### src/hw/rtl/cdd_pkg.sv
`timescale 1ns / 1ps

package cdd_pkg;

  typedef struct packed {
    logic [14:0] first_year;
    logic [3:0]  first_month;
    logic [4:0]  first_day;
    logic [14:0] second_year;
    logic [3:0]  second_month;
    logic [4:0]  second_day;
    logic        count_end_day;
  } cdd_in_t;

  typedef struct packed {
    logic [23:0] day_count;
    logic        bad_date;
  } cdd_out_t;

  typedef struct packed {
    logic s1;
    logic s2;
    logic s3;
  } cdd_adv_t;

  localparam logic [15:0] YEAR_BIAS     = 16'd399;
  localparam logic [12:0] RECIP_100     = 13'd5243;
  localparam int          RECIP_SHIFT   = 19;
  localparam logic [8:0]  DAYS_PER_YEAR = 9'd365;
  localparam logic [6:0]  CENTURY       = 7'd100;

  function automatic logic [4:0] month_days(input logic [3:0] m, input logic leap);
    logic [4:0] len;
    case (m)
      4'd1, 4'd3, 4'd5, 4'd7, 4'd8, 4'd10, 4'd12: len = 5'd31;
      4'd4, 4'd6, 4'd9, 4'd11: len = 5'd30;
      4'd2: len = leap ? 5'd29 : 5'd28;
      default: len = 5'd0;
    endcase
    return len;
  endfunction

  function automatic logic [8:0] days_before(input logic [3:0] m);
    logic [8:0] n;
    case (m)
      4'd1:  n = 9'd0;
      4'd2:  n = 9'd31;
      4'd3:  n = 9'd59;
      4'd4:  n = 9'd90;
      4'd5:  n = 9'd120;
      4'd6:  n = 9'd151;
      4'd7:  n = 9'd181;
      4'd8:  n = 9'd212;
      4'd9:  n = 9'd243;
      4'd10: n = 9'd273;
      4'd11: n = 9'd304;
      4'd12: n = 9'd334;
      default: n = 9'd0;
    endcase
    return n;
  endfunction

endpackage

### src/hw/rtl/cdd_date_unit.sv
`timescale 1ns / 1ps

module cdd_date_unit
  import cdd_pkg::*;
(
  input  logic        clk,
  input  cdd_adv_t    adv,
  input  logic [14:0] year,
  input  logic [3:0]  month,
  input  logic [4:0]  day,
  output logic [23:0] day_num,
  output logic        ok
);

  logic [14:0] y1;
  logic [3:0]  m1;
  logic [4:0]  d1;
  logic [15:0] p1;
  logic [28:0] prod_p;
  logic [27:0] prod_y;

  logic [23:0] base2;
  logic [8:0]  off2;
  logic        ok2;

  logic [15:0] p_next;
  logic [9:0]  qp;
  logic [8:0]  qy;
  logic [15:0] qy_back;
  logic        cent;
  logic        leap;
  logic [4:0]  len;
  logic [24:0] base_wide;
  logic [8:0]  off_next;

  assign p_next = {1'b0, year} + YEAR_BIAS;

  always_ff @(posedge clk) begin
    if (adv.s1) begin
      y1     <= year;
      m1     <= month;
      d1     <= day;
      p1     <= p_next;
      prod_p <= 29'(p_next * RECIP_100);
      prod_y <= 28'(year * RECIP_100);
    end
  end

  assign qp      = prod_p[28:RECIP_SHIFT];
  assign qy      = prod_y[27:RECIP_SHIFT];
  assign qy_back = 16'(qy * CENTURY);
  assign cent    = (qy_back == {1'b0, y1});
  assign leap    = (y1[1:0] == 2'b00) && (!cent || (qy[1:0] == 2'b00));
  assign len     = month_days(m1, leap);

  assign base_wide = 25'(p1 * DAYS_PER_YEAR) + 25'(p1 >> 2) - 25'(qp) + 25'(qp >> 2);
  assign off_next  = days_before(m1) + 9'((leap && (m1 > 4'd2)) ? 1 : 0) + 9'(d1);

  always_ff @(posedge clk) begin
    if (adv.s2) begin
      base2 <= base_wide[23:0];
      off2  <= off_next;
      ok2   <= (len != 5'd0) && (d1 != 5'd0) && (d1 <= len);
    end
  end

  always_ff @(posedge clk) begin
    if (adv.s3) begin
      day_num <= base2 + 24'(off2);
      ok      <= ok2;
    end
  end

endmodule

### src/hw/rtl/cdd_diff.sv
`timescale 1ns / 1ps

module cdd_diff
  import cdd_pkg::*;
(
  input  logic        clk,
  input  logic        en,
  input  logic [23:0] num_a,
  input  logic [23:0] num_b,
  input  logic        ok_a,
  input  logic        ok_b,
  input  logic        inc,
  output cdd_out_t    res
);

  logic [24:0] diff;
  logic [23:0] count;
  logic        bad;

  assign diff  = {1'b0, num_b} - {1'b0, num_a} + 25'(inc);
  assign bad   = !(ok_a && ok_b);

  always_comb begin
    if (bad) begin
      count = '0;
    end else if (num_a < num_b) begin
      count = diff[23:0];
    end else begin
      count = 24'(inc);
    end
  end

  always_ff @(posedge clk) begin
    if (en) begin
      res.day_count <= count;
      res.bad_date  <= bad;
    end
  end

endmodule

### src/hw/rtl/calendar_date_difference.sv
`timescale 1ns / 1ps
// Channel   Signals                     Payload
// request   req_valid / req_ready       req : cdd_in_t  (two dates, end-day flag)
// response  rsp_valid / rsp_ready       rsp : cdd_out_t (day count, bad date)
//
// One transaction per cycle while the response channel does not stall.
// The pipeline has four register stages: multiply, day-number terms, sum, compare.
// Synchronous active-high reset clears the stage valid bits only.
// A stalled response holds its stage; earlier stages keep filling bubbles.

module calendar_date_difference
  import cdd_pkg::*;
(
  input  logic     clk,
  input  logic     rst,
  input  logic     req_valid,
  output logic     req_ready,
  input  cdd_in_t  req,
  output logic     rsp_valid,
  input  logic     rsp_ready,
  output cdd_out_t rsp
);

  logic     v1, v2, v3;
  logic     inc1, inc2, inc3;
  logic     en4;
  cdd_adv_t adv;
  logic [23:0] num_a, num_b;
  logic        ok_a, ok_b;

  assign en4    = !rsp_valid || rsp_ready;
  assign adv.s3 = !v3 || en4;
  assign adv.s2 = !v2 || adv.s3;
  assign adv.s1 = !v1 || adv.s2;
  assign req_ready = adv.s1;

  always_ff @(posedge clk) begin
    if (rst) begin
      v1        <= 1'b0;
      v2        <= 1'b0;
      v3        <= 1'b0;
      rsp_valid <= 1'b0;
    end else begin
      if (adv.s1) v1 <= req_valid;
      if (adv.s2) v2 <= v1;
      if (adv.s3) v3 <= v2;
      if (en4)    rsp_valid <= v3;
    end
  end

  always_ff @(posedge clk) begin
    if (adv.s1) inc1 <= req.count_end_day;
    if (adv.s2) inc2 <= inc1;
    if (adv.s3) inc3 <= inc2;
  end

  cdd_date_unit u_first (
    .clk     (clk),
    .adv     (adv),
    .year    (req.first_year),
    .month   (req.first_month),
    .day     (req.first_day),
    .day_num (num_a),
    .ok      (ok_a)
  );

  cdd_date_unit u_second (
    .clk     (clk),
    .adv     (adv),
    .year    (req.second_year),
    .month   (req.second_month),
    .day     (req.second_day),
    .day_num (num_b),
    .ok      (ok_b)
  );

  cdd_diff u_diff (
    .clk   (clk),
    .en    (en4),
    .num_a (num_a),
    .num_b (num_b),
    .ok_a  (ok_a),
    .ok_b  (ok_b),
    .inc   (inc3),
    .res   (rsp)
  );

  assert property (@(posedge clk) disable iff (rst)
    rsp_valid && rsp.bad_date |-> rsp.day_count == 24'd0)
    else $error("bad date with nonzero count");

  assert property (@(posedge clk) disable iff (rst)
    req_valid && req_ready |=> v1)
    else $error("accepted transaction not captured");

  assert property (@(posedge clk) disable iff (rst)
    rsp_valid && !rsp_ready && v1 && v2 && v3 |-> !req_ready)
    else $error("full pipeline accepts while stalled");

  assert property (@(posedge clk)
    rst |=> !rsp_valid && !v1 && !v2 && !v3)
    else $error("pipeline not empty after reset");

endmodule

### config.mk
export PLATFORM = sky130hd
export DESIGN_NAME = calendar_date_difference
export DESIGN_NICKNAME = d
export VERILOG_FILES = /design/src/hw/rtl/cdd_pkg.sv /design/src/hw/rtl/cdd_date_unit.sv /design/src/hw/rtl/cdd_diff.sv /design/src/hw/rtl/calendar_date_difference.sv
export SDC_FILE = /design/constraint.sdc
export NUM_CORES = 2
export LEC_CHECK = 0
export CAP_MARGIN = 5
export CORE_UTILIZATION = 45
export DETAILED_ROUTE_END_ITERATION = 10
export DONT_BUFFER_PORTS = 1
export RECOVER_POWER = 50
export SLEW_MARGIN = 20
export SYNTH_ARGS = -nofsm -noshare
export SYNTH_HDL_FRONTEND = slang
export SYNTH_SLANG_ARGS = --single-unit
### constraint.sdc
create_clock -name clk -period 10.2 [get_ports clk]
set_clock_uncertainty 0.05 [all_clocks]
set_input_delay 1.53 -clock clk [delete_from_list [all_inputs] [get_ports clk]]
set_output_delay 1.53 -clock clk [all_outputs]
set_load 0.05 [all_outputs]
==> Word level (Yosys, flattened, before mapping) <==
Memories as Yosys holds them, arrays and structs flattened. A register that Yosys moved wholly into a read port is not among the register bits.
Cells that the tools add are included.
{ "word_totals": {"regBits": 344, "rom_bits": 288, "input_bits": 53, "out_inout_bits": 27, "elab_cells": 133, "n_memories": 2} }
{ "mem_list": {"columns": ["memory", "depth", "width", "read_ports", "rd_ports_with_merged_regs", "write_ports", "line_no", "rtl"], "rows": [
  ["(no name shown)", 16, 9, 1, 1, 0, "cdd_pkg.sv:45", "case (m)"],
  ["(no name shown)", 16, 9, 1, 1, 0, "cdd_pkg.sv:45", null]
]} }
{ "op_classes": {"add_sub_neg": 16, "multipliers": 8, "n_lt_le_gt_ge": 5, "n_eq_ne": 26, "mux": 9, "reduce_logical": 35} }
{ "ops": {"columns": ["operator", "n"], "rows": [
  ["16-bit by 13-bit multiplier with 29-bit output (second input constant)", 2],
  ["15-bit by 13-bit multiplier with 28-bit output (second input constant)", 2],
  ["24-bit by 14-bit adder with 24-bit output", 2],
  ["24-bit by 8-bit adder with 24-bit output", 2],
  ["24-bit by 9-bit adder with 24-bit output", 2],
  ["16-bit by 9-bit multiplier with 24-bit output (second input constant)", 2],
  ["24-bit by 10-bit subtractor with 24-bit output", 2],
  ["4-bit equality test (second input constant)", 10],
  ["15-bit by 9-bit adder with 16-bit output (second input constant)", 2],
  ["16-bit by 15-bit equality test with 1-bit output", 2],
  ["4-bit by 3-bit equality test with 1-bit output (second input constant)", 8],
  ["5-bit case mux with 3 select lines", 2],
  ["9-bit by 5-bit multiplier with 14-bit output (second input constant)", 2],
  ["24-bit by 1-bit adder with 24-bit output", 1],
  ["24-bit < comparator", 1],
  ["24-bit subtractor", 1],
  ["5-bit nonzero test", 4],
  ["9-bit by 5-bit adder with 9-bit output", 2],
  ["9-bit adder", 2],
  ["4-bit by 2-bit equality test with 1-bit output (second input constant)", 4],
  ["7-bit OR reduction", 2],
  ["5-bit less-or-equal comparator", 2],
  ["1-bit logical AND", 9],
  ["4-bit by 1-bit equality test with 1-bit output (second input constant)", 2],
  ["other kinds (8)", 29]
]} }

==> Logic depth before layout (Yosys ltp) <==
{ "depth": {"word_depth": 10, "ltp_mapped": 30, "depth_no_buf": 30} }

==> Modules after synthesis <==
From an unflattened synthesis, not the netlist that was laid out.
{ "unflattened": {"hier_cells": 3740, "hier_area_um2": 39620.5} }
{ "modules_own_cells": {"columns": ["mod", "instances", "cells_per_inst", "area_per_inst_um2", "seq_area_each_um2"], "rows": [
  ["cdd_date_unit (u_second)", 1, 1711, 18306.3, 3723.6],
  ["cdd_date_unit (u_first)", 1, 1618, 17735.8, 3723.6],
  ["cdd_diff", 1, 392, 3319.4, 750.7],
  ["calendar_date_difference", 1, 19, 259.0, 170.2]
]} }

==> Worst setup path before layout <==
No wires, ideal clock.
{ "synth_path": {"path_type": "input port to flip-flop", "from": "input rsp_ready", "to": "register with a tool-made name", "setup_ns": 0.124, "t_arrival_ns": 7.835, "t_required_ns": 10.026, "path_slack_ns": 2.191, "path_stages": 7, "path_buffers": 1, "cell_sequence": "nor2b_1 and3_1 nand2_1 clkbuf_1 mux2i_1 ha_1 mux2_2"} }
{ "synth_rtl": {"columns": ["element", "line_no", "rtl"], "rows": [
  ["start, declared", "calendar_date_difference.sv:20", "input logic rsp_ready,"]
]} }

==> Worst setup path in the final report <==
{ "layout_path": {"from": "input req[12] (netlist bit)", "to": "register u_second.prod_p[28] (data pin)"} }
{ "layout_between": {"elab_chain_cells": 2} }
{ "layout_lines": {"columns": ["element", "line_no", "rtl"], "rows": [
  ["start, declared", "calendar_date_difference.sv:18", "input cdd_in_t req,"],
  ["15-bit by 9-bit adder with 16-bit output", "cdd_date_unit.sv:36", "assign p_next = {1'b0, year} + YEAR_BIAS;"],
  ["via u_second.p_next[11]", "cdd_date_unit.sv:26", "logic [15:0] p_next;"],
  ["16-bit by 13-bit multiplier with 29-bit output", "cdd_date_unit.sv:44", "prod_p <= 29'(p_next * RECIP_100);"],
  ["end signal, assigned", "cdd_date_unit.sv:44", null],
  ["end, declared", "cdd_date_unit.sv:19", "logic [28:0] prod_p;"]
]} }
The timed path passes the listed nets, and every way through them passes these cells.
A chain may end at the register's enable or synchronous reset.

==> results.cfg <==
[run_status]
outcome = finished with violations
violations = capacitance limit, slew limit

[die]
std_cell_rows = 106
io-pin-count = 80
die_y_microns = 294
fp.coreArea_sq_mm = 0.0840
start_util = 0.457
die_area_sq_mm = 0.0864
die_x_microns = 294

[setup_path]
worst_setup_path_end_kind = flip-flop
cp.required_ns = 10.45
crit_arrival_ns = 8.02
path_common_cell = inv_1
slowest_stage = xnor2_1
worstPathMaxFanout = 8
path_class = primary input to flip-flop
crit_buf_inv = 5
cp-start-kind = primary input
max_stage_delay_ns = 0.70
cp_top_family = adder cells

[timing]
fmax_mhz = 129
setup-violations-final = 0
worst_pin_slew_ns = 3.61
grt_setup_unrepaired = false
hold_violations = 0
slew_viol_final = 158
finalCriticalPeriod_ns = 7.77
fin_tns_setup_ns = 0
relSlewSlack = -1.41
post-route-period-util = 0.762

[routing]
first_pass_iters = 7
first_iter_violations = 756
via_per_inst = 4.80
num_vias = 22951
wl_per_cell_microns = 15.3
drc = 0
routed_wl_microns = 73200
final_antenna_net_count = 0

[grt]
grt_max_degree = 70
antenna_found_initial = 5
grt_pass1_wl_microns = 124000
grt_pass1_vias = 24344
grt_usage = 0.179
grt.overflow.total = 0

[cts]
cts_tree = yes
cts_sinks = 286
post_cts_resized = 0
clock_latency_ns = 0.56
cts_max_level = 2
cts_hold_buf = 0
clk_pin_slew_ns = 0.06
cts_root_buf = clkbuf_16
cts_buffer_depth = 3
cts_inserted_buffers = 38
post_cts_buffers = 0

[synth]
syn_avg_cell_area_sq_um = 10.7
yosysUniqueCellTypes = 71
synth_edf_count = 264
yosysSeqAreaShare = 0.218
syn_area_sq_mm = 0.0384
async_flop_share = 0
synth_top_area_share = 0.261
synth_area_leader_cell = ha_1
syn-num-nets = 4918
syn_inst = 3579
yosys_warnings = 0
yosys-top-cells-area = ha_1 (26%), fa_1 (25%), edfxtp_1 (21%)
ys_ff_latch = 286
ys.flop_type = edfxtp_1

[place]
dp_hpwl_microns = 63100
finalWeightedCongestion = 0.886
port_buffers = 0

[finish]
fin_nets = 4957
area_growth_pct = 7.13
drive_gt1_frac = 0.0247

[flow_run]
max_cap_violations = 3

[min_path]
min_path_type = flip-flop to flip-flop
## sequential cells by signal, indices dropped and copies added, names as in the netlist, 4 cells and up, named ones only
signal            cells
u_diff.res           25
u_second.y1          14
u_second.day_num     24
u_first.day_num      24
u_second.d1           5
u_first.m1            4
u_first.prod_y       10
u_first.y1           14
u_second.m1           4
u_second.prod_p      11
u_first.d1            5
u_second.p1          15
u_first.prod_p       11
u_second.base2       24
u_first.off2          9
u_first.p1           15
u_second.off2         9
u_first.base2        24
u_second.prod_y      10
## layer usage
| layer | track usage | wire (microns) | share of wire | vias up |
|---|---|---|---|---|
| met5 | 0 | 42 | 0.00057 | - |
| met4 | 0.0348 | 1150 | 0.016 | 6 |
| met3 | 0.0208 | 2190 | 0.030 | 70 |
| met2 | 0.294 | 33700 | 0.46 | 209 |
| met1 | 0.256 | 36100 | 0.49 | 11035 |
| li1 | - | - | - | 11631 |
## worst reg2reg max path, stage by stage (launching register included)
cell	delay, ns
edfxtp_1	0.46
ha_1	0.33
ha_1	0.28
ha_1	0.31
ha_1	0.29
a21o_1	0.18
a21oi_1	0.22
o21bai_1	0.10
a21o_1	0.20
a21o_1	0.19
a21oi_1	0.21
mux4_2	0.52
nor4b_1	0.49
nor4_1	0.17
fa_1	0.46
fa_1	0.42
a21oi_1	0.15
nor2_1	0.05
nor2_1	0.15
nor2b_1	0.08
o2111ai_1	0.21
xnor2_1	0.13
## cell usage after synthesis, drive strengths merged (5+ instances only)
master and instances:
o2111ai 5, nor2 110, nand4 19, mux2i 10, o31ai 9, a31oi 6
edfxtp 264, fa 485, nand2b 11, a211oi 15, nor2b 23, nand3 37
or2 11, inv 947, ha 801, o211ai 10, o21ai 84, a21boi 10
a21oi 127, a211o 7, xnor2 152, o21bai 10, o21a 29, xor2 73
and3 21, dfxtp 22, nand2 109, and2 6, or3 10, a21o 49
nor4 12, nor3 34, a31o 5
## final cells by class
class | instances | area [sq um]
clock buffers | 41 | 962
well taps | 1134 | 1420
multi-input cells | 2340 | 26400
fillers | 7670 | 42800
diodes | 3 | 7.51
inverters | 947 | 3550
clock inverters | 27 | 332
repair buffers | 5 | 33.8
flip-flops and latches | 286 | 8370
## worst paths after layout
kind | endpoint | slack [ns] | from | cells past startpoint
max | u_second.prod_p[28]$_DFFE_PN_ | 2.43 | req[12] | 27
min | inc2$_DFFE_PP_ | 0.37 | inc1$_DFFE_PN_ | 0
min reg2reg | inc2$_DFFE_PP_ | 0.37 | inc1$_DFFE_PN_ | 0
max reg2reg | u_first.off2[8]$_DFFE_PP_ | 4.27 | u_first.prod_y[20]$_DFFE_PN_ | 21
## per-stage QoR
| stage | cell area [sq um] | hold WS, ns | std cells | utilization | setup WS (ns) |
|---|---|---|---|---|---|
| after CTS | 41100 | 0.368 | 4780 | 0.490 | 2.39 |
| after global routing | 41100 | 0.371 | 4782 | 0.490 | 1.97 |
| after global placement | 39800 | 0.354 | 4712 | 0.474 | 1.96 |
| after floorplan | 38400 | 0.350 | 3579 | - | 2.19 |
| final | 41100 | 0.368 | 4783 | 0.490 | 2.43 |
| after detailed placement | 39800 | 0.355 | 4712 | 0.474 | 1.79 |
## cell usage in the layout (no fill, tap or decap), types with 10 or more instances in the layout
cell	netlist	layout
inv_1	946	945
ha_1	801	801
fa_1	485	485
edfxtp_1	264	264
xnor2_1	152	152
a21oi_1	126	125
nor2_1	110	110
nand2_1	109	109
xor2_1	73	73
o21ai_0	54	60
a21o_1	49	49
clkbuf_16	0	38
nand3_1	37	37
nor3_1	34	34
o21a_1	29	29
o21ai_1	30	24
nor2b_1	23	23
dfxtp_1	22	22
and3_1	21	21
nand4_1	19	19
a211oi_1	13	13
nor4_1	12	12
nand2b_1	11	11
o211ai_1	10	10
or3_1	10	10
o21bai_1	10	10
## cells by family (layout without fill, tap and decap cells)
family | after synthesis | after routing | synth area share
DFF | 286 | 286 | 0.218
other | 0 | 3 | 0
buffers and inverters | 953 | 1020 | 0.0933
adders and majority gates | 1286 | 1286 | 0.514
xor gates and xnor gates | 225 | 225 | 0.0514
and+or+nand+nor | 419 | 419 | 0.0525
AOI/OAI and AO/OA | 394 | 394 | 0.0655
muxes | 16 | 16 | 0.00496
Power is left out: the tool's default activity adds up to more than one toggle a clock period on the data nets, which glitch-free logic cannot reach.
